==> config.mk <==
export PLATFORM = sky130hd
export DESIGN_NAME = cycle_sort_with_duplicates
export DESIGN_NICKNAME = d
export VERILOG_FILES = /design/src/sv/csd_pkg.sv /design/src/sv/csd_mem.sv /design/src/sv/csd_seq.sv /design/src/sv/cycle_sort_with_duplicates.sv
export VERILOG_INCLUDE_DIRS = /design/src /design/src/sv
export SDC_FILE = /design/constraint.sdc
export NUM_CORES = 2
export LEC_CHECK = 0
export BUFFER_PORTS_ARGS = -buffer_cell sky130_fd_sc_hd__buf_2
export CAP_MARGIN = 20
export CELL_PAD_IN_SITES_DETAIL_PLACEMENT = 0
export CELL_PAD_IN_SITES_GLOBAL_PLACEMENT = 1
export CORE_AREA = 2 2 412 414
export CTS_BUF_LIST = sky130_fd_sc_hd__clkbuf_16
export CTS_CLUSTER_SIZE = 24
export DETAILED_ROUTE_END_ITERATION = 10
export DIE_AREA = 0 0 414 416
export GPL_TIMING_DRIVEN = 1
export PLACE_DENSITY_LB_ADDON = 0.1
export SLEW_MARGIN = 30
export SYNTH_ARGS = -nofsm -noshare
export SYNTH_HDL_FRONTEND = slang
export SYNTH_HIERARCHICAL = 1
export SYNTH_SLANG_ARGS = --single-unit
==> constraint.sdc <==
create_clock -name i_clk -period 8.18 [get_ports i_clk]
set_input_delay 0.818 -clock i_clk [delete_from_list [all_inputs] [get_ports i_clk]]
set_output_delay 0.818 -clock i_clk [all_outputs]
set_load 0.05 [all_outputs]
==> src/sv/cycle_sort_with_duplicates_macros.svh <==
// assertion macros for the cycle sort block
// used by the sequencer module; no other dependencies
`ifndef CYCLE_SORT_WITH_DUPLICATES_MACROS_SVH
`define CYCLE_SORT_WITH_DUPLICATES_MACROS_SVH

// same-cycle implication, disabled while in reset
`define CSD_ASSERT_NOW(lbl, clk, rst_n, ante, cons, msg) \
    lbl: assert property (@(posedge clk) disable iff (!rst_n) (ante) |-> (cons)) \
        else $error(msg);

// next-cycle implication, disabled while in reset
`define CSD_ASSERT_NEXT(lbl, clk, rst_n, ante, cons, msg) \
    lbl: assert property (@(posedge clk) disable iff (!rst_n) (ante) |=> (cons)) \
        else $error(msg);

`endif

==> src/sv/csd_pkg.sv <==
// shared types, constants and the signed compare for the cycle sort block
// no dependencies
`default_nettype none

package csd_pkg;

    localparam int VALUE_W = 32;
    localparam int WCNT_W  = 7;
    localparam logic [WCNT_W-1:0] WRITE_MAX = {WCNT_W{1'b1}};

    // sequencer states
    typedef enum logic [3:0] {
        ST_LOAD,
        ST_START_RD,
        ST_START_CAP,
        ST_SCAN,
        ST_SKIP_RD,
        ST_SKIP_CHK,
        ST_SWAP_RD,
        ST_SWAP_WR,
        ST_EMIT_RD,
        ST_EMIT_LD
    } t_state;

    // result request from the sequencer to the output register
    typedef struct packed {
        logic              load;
        logic              final_item;
        logic [WCNT_W-1:0] writes;
        logic              ovf;
    } t_emit;

    // signed less-than on two's complement patterns
    function automatic logic csd_lt(input logic [VALUE_W-1:0] a,
                                    input logic [VALUE_W-1:0] b);
        return $signed(a) < $signed(b);
    endfunction

endpackage

`default_nettype wire

==> src/sv/csd_mem.sv <==
// element store: one write port, one read port with registered read data
// depends on csd_pkg for the value width
`default_nettype none

module csd_mem #(
    parameter int DEPTH = 64,
    parameter int AW    = 6
) (
    input  wire logic                        i_clk,
    input  wire logic                        i_wr_en,
    input  wire logic [AW-1:0]               i_wr_addr,
    input  wire logic [csd_pkg::VALUE_W-1:0] i_wr_data,
    input  wire logic [AW-1:0]               i_rd_addr,
    output logic      [csd_pkg::VALUE_W-1:0] o_rd_data
);
    import csd_pkg::*;

    logic [VALUE_W-1:0] r_mem [DEPTH];

    // write port
    always_ff @(posedge i_clk) begin
        if (i_wr_en) begin
            r_mem[i_wr_addr] <= i_wr_data;
        end
    end

    // registered read port
    always_ff @(posedge i_clk) begin
        o_rd_data <= r_mem[i_rd_addr];
    end

endmodule

`default_nettype wire

==> src/sv/csd_seq.sv <==
// sequencer for load, cycle sort and emission over the element store
// depends on csd_pkg and the assertion macro header
`default_nettype none
`include "cycle_sort_with_duplicates_macros.svh"

module csd_seq #(
    parameter int DEPTH = 64,
    parameter int AW    = 6,
    parameter int CW    = 7
) (
    input  wire logic                        i_clk,
    input  wire logic                        i_rst_n,
    input  wire logic                        i_in_valid,
    output logic                             o_in_stall,
    input  wire logic [csd_pkg::VALUE_W-1:0] i_sample_value,
    input  wire logic                        i_is_last,
    output logic                             o_wr_en,
    output logic      [AW-1:0]               o_wr_addr,
    output logic      [csd_pkg::VALUE_W-1:0] o_wr_data,
    output logic      [AW-1:0]               o_rd_addr,
    input  wire logic [csd_pkg::VALUE_W-1:0] i_rd_data,
    input  wire logic                        i_out_free,
    output csd_pkg::t_emit                   o_emit
);
    import csd_pkg::*;

    localparam logic [CW-1:0] DEPTH_C = CW'(DEPTH);
    localparam logic [CW-1:0] ONE_C   = CW'(1);

    t_state             r_state, n_state;
    logic [CW-1:0]      r_count, n_count;
    logic               r_ovf, n_ovf;
    logic [WCNT_W-1:0]  r_writes, n_writes;
    logic               r_pend, n_pend;
    logic               r_first, n_first;
    logic [CW-1:0]      r_start, n_start;
    logic [CW-1:0]      r_pos, n_pos;
    logic [CW-1:0]      r_idx, n_idx;
    logic [VALUE_W-1:0] r_item, n_item;
    logic [CW-1:0]      rd_addr;
    logic               in_acc;

    assign in_acc     = i_in_valid && !o_in_stall;
    assign o_in_stall = (r_state != ST_LOAD);
    assign o_rd_addr  = rd_addr[AW-1:0];

    // control registers
    always_ff @(posedge i_clk) begin
        if (!i_rst_n) begin
            r_state  <= ST_LOAD;
            r_count  <= '0;
            r_ovf    <= 1'b0;
            r_writes <= '0;
            r_pend   <= 1'b0;
            r_first  <= 1'b0;
        end else begin
            r_state  <= n_state;
            r_count  <= n_count;
            r_ovf    <= n_ovf;
            r_writes <= n_writes;
            r_pend   <= n_pend;
            r_first  <= n_first;
        end
    end

    // sort indexes and the item in hand
    always_ff @(posedge i_clk) begin
        r_start <= n_start;
        r_pos   <= n_pos;
        r_idx   <= n_idx;
        r_item  <= n_item;
    end

    // next state, store access and result requests
    always_comb begin
        n_state  = r_state;
        n_count  = r_count;
        n_ovf    = r_ovf;
        n_writes = r_writes;
        n_pend   = r_pend;
        n_first  = r_first;
        n_start  = r_start;
        n_pos    = r_pos;
        n_idx    = r_idx;
        n_item   = r_item;
        rd_addr  = r_pos;
        o_wr_en   = 1'b0;
        o_wr_addr = r_count[AW-1:0];
        o_wr_data = i_sample_value;
        o_emit.load       = 1'b0;
        o_emit.final_item = 1'b0;
        o_emit.writes     = r_writes;
        o_emit.ovf        = r_ovf;

        unique case (r_state)
            ST_LOAD: begin
                if (in_acc) begin
                    if (r_count < DEPTH_C) begin
                        o_wr_en = 1'b1;
                        n_count = r_count + ONE_C;
                    end else begin
                        n_ovf = 1'b1;
                    end
                    if (i_is_last) begin
                        n_start  = '0;
                        n_writes = '0;
                        n_state  = ST_START_RD;
                    end
                end
            end
            ST_START_RD: begin
                rd_addr = r_start;
                if (r_start + ONE_C >= r_count) begin
                    n_idx   = '0;
                    n_state = ST_EMIT_RD;
                end else begin
                    n_state = ST_START_CAP;
                end
            end
            ST_START_CAP: begin
                n_item  = i_rd_data;
                n_first = 1'b1;
                n_pos   = r_start;
                n_idx   = r_start + ONE_C;
                n_pend  = 1'b0;
                n_state = ST_SCAN;
            end
            // count the smaller elements right of the cycle start
            ST_SCAN: begin
                rd_addr = r_idx;
                if (r_pend && csd_lt(i_rd_data, r_item)) begin
                    n_pos = r_pos + ONE_C;
                end
                if (r_idx < r_count) begin
                    n_idx  = r_idx + ONE_C;
                    n_pend = 1'b1;
                end else begin
                    n_pend = 1'b0;
                    if (!r_pend) begin
                        if (r_first && r_pos == r_start) begin
                            n_start = r_start + ONE_C;
                            n_state = ST_START_RD;
                        end else begin
                            n_state = ST_SKIP_RD;
                        end
                    end
                end
            end
            // step past equal elements, never beyond the last held one
            ST_SKIP_RD: begin
                rd_addr = r_pos;
                if (r_pos + ONE_C < r_count) begin
                    n_state = ST_SKIP_CHK;
                end else begin
                    n_state = ST_SWAP_RD;
                end
            end
            ST_SKIP_CHK: begin
                rd_addr = r_pos;
                if (i_rd_data == r_item) begin
                    n_pos   = r_pos + ONE_C;
                    n_state = ST_SKIP_RD;
                end else begin
                    n_state = ST_SWAP_RD;
                end
            end
            ST_SWAP_RD: begin
                rd_addr = r_pos;
                n_state = ST_SWAP_WR;
            end
            // place the item and pick up the one it displaces
            ST_SWAP_WR: begin
                rd_addr = r_pos;
                if (r_first || i_rd_data != r_item) begin
                    o_wr_en   = 1'b1;
                    o_wr_addr = r_pos[AW-1:0];
                    o_wr_data = r_item;
                    n_item    = i_rd_data;
                    if (r_writes != WRITE_MAX) begin
                        n_writes = r_writes + WCNT_W'(1);
                    end
                end
                n_first = 1'b0;
                if (r_pos == r_start) begin
                    n_start = r_start + ONE_C;
                    n_state = ST_START_RD;
                end else begin
                    n_pos   = r_start;
                    n_idx   = r_start + ONE_C;
                    n_pend  = 1'b0;
                    n_state = ST_SCAN;
                end
            end
            ST_EMIT_RD: begin
                rd_addr = r_idx;
                n_state = ST_EMIT_LD;
            end
            // hand one sorted item to the output register
            ST_EMIT_LD: begin
                rd_addr = r_idx;
                if (i_out_free) begin
                    o_emit.load       = 1'b1;
                    o_emit.final_item = (r_idx + ONE_C == r_count);
                    if (r_idx + ONE_C == r_count) begin
                        n_count = '0;
                        n_ovf   = 1'b0;
                        n_state = ST_LOAD;
                    end else begin
                        n_idx   = r_idx + ONE_C;
                        n_state = ST_EMIT_RD;
                    end
                end
            end
            default: begin
                n_state = ST_LOAD;
            end
        endcase
    end

    // checks on the sequencer
    `CSD_ASSERT_NOW(a_count_bound, i_clk, i_rst_n, 1'b1, r_count <= DEPTH_C,
        "element count beyond store depth")
    `CSD_ASSERT_NOW(a_emit_free, i_clk, i_rst_n, o_emit.load,
        i_out_free && r_state == ST_EMIT_LD, "result loaded while output busy")
    `CSD_ASSERT_NOW(a_swap_pos, i_clk, i_rst_n, r_state == ST_SWAP_WR,
        r_pos < r_count && r_pos >= r_start, "swap position outside held set")
    `CSD_ASSERT_NEXT(a_final_clear, i_clk, i_rst_n, o_emit.load && o_emit.final_item,
        r_state == ST_LOAD && r_count == '0 && !r_ovf, "set not cleared after final item")

endmodule

`default_nettype wire

==> src/sv/cycle_sort_with_duplicates.sv <==
// cycle sort with duplicate handling over a store of DEPTH signed 32-bit values
// load: one item per cycle; the item marked last starts the sort of n held values
// sort: each cycle start is read and scanned against the values right of it; each placement
// skips equal values, and each placement after the first of a cycle rescans from the start
// emission: one result at a time; input is stalled from the last item to the final result
// synchronous active-low reset clears counters and flags; the store is not cleared
`default_nettype none

module cycle_sort_with_duplicates #(
    parameter int DEPTH = 64
) (
    input  wire logic                               i_clk,
    input  wire logic                               i_rst_n,
    input  wire logic                               i_in_valid,
    output logic                                    o_in_stall,
    input  wire logic signed [csd_pkg::VALUE_W-1:0] i_sample_value,
    input  wire logic                               i_is_last,
    output logic                                    o_out_valid,
    input  wire logic                               i_out_stall,
    output logic signed      [csd_pkg::VALUE_W-1:0] o_sorted_value,
    output logic                                    o_is_final,
    output logic             [csd_pkg::WCNT_W-1:0]  o_write_count,
    output logic                                    o_overflowed
);
    import csd_pkg::*;

    localparam int AW = (DEPTH > 1) ? $clog2(DEPTH) : 1;
    localparam int CW = $clog2(DEPTH + 1);

    logic               wr_en;
    logic [AW-1:0]      wr_addr;
    logic [VALUE_W-1:0] wr_data;
    logic [AW-1:0]      rd_addr;
    logic [VALUE_W-1:0] rd_data;
    logic               out_free;
    t_emit              emit;

    logic               r_out_valid;
    logic [VALUE_W-1:0] r_out_value;
    logic               r_out_final;
    logic [WCNT_W-1:0]  r_out_writes;
    logic               r_out_ovf;

    csd_mem #(
        .DEPTH(DEPTH),
        .AW   (AW)
    ) u_mem (
        .i_clk    (i_clk),
        .i_wr_en  (wr_en),
        .i_wr_addr(wr_addr),
        .i_wr_data(wr_data),
        .i_rd_addr(rd_addr),
        .o_rd_data(rd_data)
    );

    csd_seq #(
        .DEPTH(DEPTH),
        .AW   (AW),
        .CW   (CW)
    ) u_seq (
        .i_clk         (i_clk),
        .i_rst_n       (i_rst_n),
        .i_in_valid    (i_in_valid),
        .o_in_stall    (o_in_stall),
        .i_sample_value($unsigned(i_sample_value)),
        .i_is_last     (i_is_last),
        .o_wr_en       (wr_en),
        .o_wr_addr     (wr_addr),
        .o_wr_data     (wr_data),
        .o_rd_addr     (rd_addr),
        .i_rd_data     (rd_data),
        .i_out_free    (out_free),
        .o_emit        (emit)
    );

    assign out_free = !r_out_valid || !i_out_stall;

    // output valid flag
    always_ff @(posedge i_clk) begin
        if (!i_rst_n) begin
            r_out_valid <= 1'b0;
        end else if (emit.load) begin
            r_out_valid <= 1'b1;
        end else if (!i_out_stall) begin
            r_out_valid <= 1'b0;
        end
    end

    // output payload, held while stalled
    always_ff @(posedge i_clk) begin
        if (emit.load) begin
            r_out_value  <= rd_data;
            r_out_final  <= emit.final_item;
            r_out_writes <= emit.writes;
            r_out_ovf    <= emit.ovf;
        end
    end

    assign o_out_valid    = r_out_valid;
    assign o_sorted_value = $signed(r_out_value);
    assign o_is_final     = r_out_final;
    assign o_write_count  = r_out_writes;
    assign o_overflowed   = r_out_ovf;

endmodule

`default_nettype wire
# After elaboration in Yosys (flattened, before gate mapping)
# Memory sizes are Yosys's and may differ from the RTL's. A register that Yosys moved wholly into a read port is not among the register bits.
# Index checks and enable logic that the tools add are counted.
[word_totals]
ff_bits = 116
ram_bits = 2048
output_inout_bits = 43
elab_cells = 150
n_memories = 1
[mem_list]
columns = ["memory", "words", "word_bits", "rd", "rd_clocked_by_memory_dff", "wr", "line", "source"]
rows = [
  ["u_mem.r_mem", 64, 32, 1, 1, 1, "csd_mem.sv:18", "logic [VALUE_W-1:0] r_mem [DEPTH];"],
]
[op_classes]
add_sub_neg = 5
magnitude_cmp = 5
eq_ne = 33
muxes = 63
reduce_logical = 28
[ops]
columns = ["op", "n"]
rows = [
  ["$mux 7", 20],
  ["$mux 32", 3],
  ["$pmux 32 s2", 1],
  ["$pmux 4 s10", 1],
  ["$add 7x1->7 const B", 5],
  ["$pmux 7 s5", 1],
  ["$eq 32x32->1", 1],
  ["$lt 32x32->1", 1],
  ["$ne 32x32->1", 1],
  ["$mux 4", 7],
  ["$pmux 7 s2", 2],
  ["$pmux 7 s4", 1],
  ["$ne 2x1->1 const B", 12],
  ["$pmux 7 s3", 1],
  ["$reduce_and 5->1", 4],
  ["$eq 4x3->1 const B", 4],
  ["$eq 7x7->1", 2],
  ["$lt 7x7->1", 2],
  ["$ne 2x2->1 const B", 7],
  ["$mux 1", 13],
  ["$mux 6", 2],
  ["$pmux 6 s2", 1],
  ["$mux 2", 5],
  ["$eq 4x2->1 const B", 2],
  ["21 further kinds", 35],
]

# Logic depth before layout (Yosys ltp)
[logic_depth]
word_depth = 7
depth_mapped = 16
depth_no_buf = 12

# Modules after synthesis
# Netlist, hierarchy kept.
[modules_own_cells]
columns = ["mod", "n_inst", "cells_each", "area_per_inst_um2", "seq_area_each_um2"]
rows = [
  ["csd_mem", 1, 3324, 78512.8, 62139.6],
  ["csd_seq", 1, 603, 5447.7, 2011.9],
  ["cycle_sort_with_duplicates", 1, 45, 1266.2, 1251.2],
]

# Worst setup path before layout
# Ideal clock, no wire load.
[synth_timing]
kind = "register -> register"
startpoint = "register u_seq.r_item[15]"
endpoint = "memory u_mem.r_mem[48][0], enable pin"
setup_time_ps = 461
t_arrival_ps = 4824
slack_ps = 2895
path_stages_with_launch = 13
path_buffers = 2
synth_period_minus_slack_ps = 5285
cell_sequence = "edfxtp_1 inv_1 ha_1 nand4_1 nor4_1 nand4b_1 nand3_1 buf_4 mux2_1 clkbuf_1 nor2b_1 nand4b_1 nor3_1"
[synth_via]
elab_cells_between_ends = 8
classes_between = "1 x eq/ne; 6 x mux; 1 x reduce/logical"
[synth_lines]
columns = ["item", "line", "source"]
rows = [
  ["start, declared", "csd_seq.sv:39", "logic [VALUE_W-1:0] r_item, n_item;"],
  ["start signal, assigned", "csd_seq.sv:71", "r_item <= n_item;"],
  ["$ne 32x32->1", "csd_seq.sv:174", "if (r_first || i_rd_data != r_item) begin"],
  ["$logic_or 1x1->1", "csd_seq.sv:174", ""],
  ["$mux 6", "csd_seq.sv:174", ""],
  ["$mux 6", "csd_seq.sv:95", "unique case (r_state)"],
  ["net wr_addr[3]", "cycle_sort_with_duplicates.sv:31", "logic [AW-1:0] wr_addr;"],
  ["end, declared", "csd_mem.sv:18", ""],
]
# The timed path passes the listed nets, and every way through them passes these cells.

# Final worst setup path
[layout_timing]
startpoint = "register u_seq.r_item[27]"
endpoint = "memory u_mem.r_mem[19][19], enable pin"
# Same word-level chain as after synthesis.

==> flow_metrics.tcl <==
set metrics [dict create \
    outcome "finished clean" \
    hpwl_mm 139 \
    cp_num_buf_inv 2 \
    p_switching_mw 7.82 \
    fin_worst_skew_ns 0.0382 \
    synth-edff-count 2142 \
    worstPathRequired_ns 8.70 \
    ant_nets 0 \
    die_w_um 414 \
    min_from "i_out_stall" \
    crit_path_cell_trace "inv_1 -> ha_1 -> nand3_1 -> nor2_1 -> nand4b_1 -> nand3_4 -> mux2_2 -> nor2b_1 -> nand3_1 -> nor2_4 -> buf_4" \
    p_sw_share_pct 27.8 \
    wl_per_cell_um 35.2 \
    htreeDepth 4 \
    antenna_found_initial 11 \
    vias_per_cell 6.36 \
    synth_cells 3972 \
    synth_ff_type "edfxtp_1" \
    clockPowerShare_pct 34.5 \
    die_y_um 416 \
    dp_cells 6237 \
    cpMostUsedCell "nand3_1" \
    fin_crit_sh_pct 71.6 \
    maxCapViolCount 0 \
    netlist_area_um2 85200 \
    ys_warn_count 6 \
    cts_resized 0 \
    startpoint "u_seq/r_item[27]$_DFFE_PP_" \
    initial_core_util_pct 50.7 \
    die-area_um2 172000 \
    holdWs_ns 0.251 \
    worstMarginPinSlew_ns 1.11 \
    synth.distinct_cells 69 \
    ios 80 \
    wirelength_mm 234 \
    drc 0 \
    p_int_mw 20.3 \
    setup_viol_count_final 0 \
    seq_power_share_pct 45.2 \
    instances_no_fill 6650 \
    drt_iter0_drc 5032 \
    grt_pass1_wl_mm 328 \
    end_kind "flip-flop" \
    start_kind "flip-flop" \
    gp_congestion 0.836 \
    clock-root-buffer "clkbuf_16" \
    fin_nets 4336 \
    cts_tree "done" \
    insertion_delay_ns 0.86 \
    power_frac_comb_pct 20.3 \
    synth_nets 4066 \
    cp_top_family "simple AND/OR/NAND/NOR gates" \
    syn_to_final_growth_pct 13.9 \
    powerDensity_nw_per_um2 290 \
    gr-total-overflow 0 \
    yosysSeqAreaShare_pct 76.7 \
    numCtsBuffers 219 \
    clk_pin_slew_ns 0.06 \
    period_minus_slack_ns 5.86 \
    async_reset_ff_share_pct 0 \
    utilization_pct 57.7 \
    num_rows 151 \
    num_vias 42300 \
    drive_gt1_share_pct 27.8 \
    multi_input_area_um2 19600 \
    dpl_worst_slack_ns 2.45 \
    grt.total_usage_pct 27.3 \
    fmax_ghz 0.171 \
    ys_seq_elements 2196 \
    finalInstanceArea_um2 97100 \
    cts_setup_buffers 0 \
    dpl_cell_area_um2 90100 \
    layout_setup_ws_ns 2.32 \
    cts_hold_buf 0 \
    synth.avg_cell_area_um2 21.5 \
    cpMaxStageDelayCell "nor2_4" \
    max_slew_margin_pct 25.9 \
    cts_sinks 2196 \
    grt_max_degree 109 \
    fin_total_pwr_mw 28.1 \
    firstDrtPassIters 5 \
    timing.final.hold_violations 0 \
    crit_path_max_incr_delay_ns 0.97 \
    area.sequential_um2 65400 \
    hold_path.class "input port to flip-flop" \
    core_region_area_um2 168000 \
    cts_buffer_depth 3 \
    cp.arrival_ns 6.37 \
    peakVddDrop_v 0.000250 \
    p_leak_nw 30.9 \
    worst-setup-path-type "flip-flop to flip-flop" \
    nFillCells 12300 \
    setup_tns_ns 0 \
    reg2reg_from "u_seq/r_item[27]$_DFFE_PP_" \
    slew_viol_final 0 \
    grt_pass1_vias 41800 \
    numPortBuffers 79 \
    crit_path_max_fanout 28 \
    rsz0062_at_grt "false" \
]
==> path summary, 6_finish.rpt <==
path                                                      end  slack, ns  cells past startpoint
worst max-delay path            u_mem/r_mem[19][19]$_DFFE_PP_       2.32                     11
worst max register to register  u_mem/r_mem[19][19]$_DFFE_PP_       2.32                     11
worst min-delay path                 o_out_valid$_SDFFE_PN0P_       0.25                      3
worst min register to register         o_overflowed$_DFFE_PP_       0.44                      0
==> area by class of cell <==
type / instances / share of cell area (%)
Tap cell: 2218 / 2.86
Clock buffer: 223 / 5.75
Antenna cell: 5 / 0.0129
Clock inverter: 183 / 1.41
Inverter: 44 / 0.170
Sequential cell: 2196 / 67.4
Timing Repair Buffer: 257 / 2.29
Multi-Input combinational cell: 1524 / 20.1
==> cell usage in the layout, fill, tap and decap left out, types with 40 or more instances in the layout <==
cell type / n
edfxtp_1: 2142
mux4_2: 544
clkbuf_16: 223
buf_4: 146
nand2_1: 114
nor2_1: 107
mux2i_1: 98
inv_1: 93
o22ai_1: 92
a21oi_1: 83
buf_2: 79
nor2_4: 63
clkinv_1: 59
ha_1: 57
dfxtp_1: 54
clkinv_2: 40
==> synthesized netlist by cell type, types with 5 or more instances <==
cell | number | area [um^2]
buf_4 | 26 | 195
o21a_1 | 6 | 45.0
mux2_2 | 11 | 124
and2_1 | 7 | 43.8
ha_1 | 57 | 713
inv_1 | 44 | 165
buf_1 | 15 | 56.3
nor2_1 | 170 | 638
buf_2 | 63 | 315
mux4_2 | 544 | 12300
a21o_1 | 5 | 37.5
xor2_1 | 11 | 96.3
nand2b_1 | 14 | 87.6
nor2b_1 | 20 | 125
a21oi_1 | 83 | 415
edfxtp_1 | 2142 | 64300
xnor2_1 | 19 | 166
buf_6 | 5 | 56.3
a22oi_1 | 22 | 165
o211ai_1 | 5 | 37.5
o22ai_1 | 92 | 576
nand3b_1 | 7 | 52.6
nand3_1 | 30 | 150
o221ai_1 | 27 | 236
o21ai_0 | 52 | 260
nand4_1 | 11 | 68.8
a311oi_1 | 8 | 70.1
and3_1 | 12 | 75.1
o21ai_1 | 6 | 30.0
nor3_1 | 12 | 60.1
clkbuf_1 | 99 | 372
dfxtp_1 | 54 | 1080
a31oi_1 | 5 | 31.3
nand2_1 | 120 | 450
mux2i_1 | 98 | 981
==> logic make-up (layout without fill, tap and decap cells) <==
group / count (synthesis) / after routing / share of synthesized area [%]
AOI/OAI and AO/OA: 340 / 340 / 2.54
muxes: 656 / 656 / 15.7
and+or+nand+nor: 437 / 437 / 2.41
xor gates and xnor gates: 34 / 34 / 0.399
buffers and inverters: 252 / 707 / 1.36
DFF: 2196 / 2196 / 76.7
adders and majority gates: 57 / 57 / 0.837
other: 0 / 5 / 0
==> worst reg2reg max path: cells and delay by family, from the launching register on <==
family,cells,cell delay (ns)
adders and majority gates,1,0.30
DFF,1,0.33
and+or+nand+nor,7,3.79
muxes,1,0.55
buffers and inverters,2,0.52
==> power by group through the flow <==
| stage | sequential, mW | combinational [mW] | clock [mW] |
|---|---|---|---|
| final | 12.7 | 5.70 | 9.71 |
| after global routing | 12.7 | 5.96 | 10.3 |
| after CTS | 12.7 | 5.75 | 9.87 |
| after detailed placement | 13.0 | 5.74 | 0 |
| after global placement | 13.0 | 5.72 | 0 |
| after floorplan | 12.9 | 3.57 | 0 |
==> state kept, by name, summed over array words and instances, names as in the netlist, 7 cells and up <==
name and flops:
o_sorted_value 32, u_mem/r_mem 2048, u_seq/r_item 32, u_seq/r_idx 7, u_seq/r_start 7, u_mem/o_rd_data 32
o_write_count 7, u_seq/r_pos 7, u_seq/r_writes 7, u_seq/r_count 7
==> layer usage <==
metal / vias up / wire, um / global-route usage [%]
li1: 17200 / - / -
met1: 22900 / 95900 / 39.1
met2: 1866 / 114000 / 43.9
met3: 303 / 18000 / 4.67
met4: 2 / 6620 / 7.75
met5: - / 13 / 0
No activity file was read; power rests on OpenSTA's default activity.
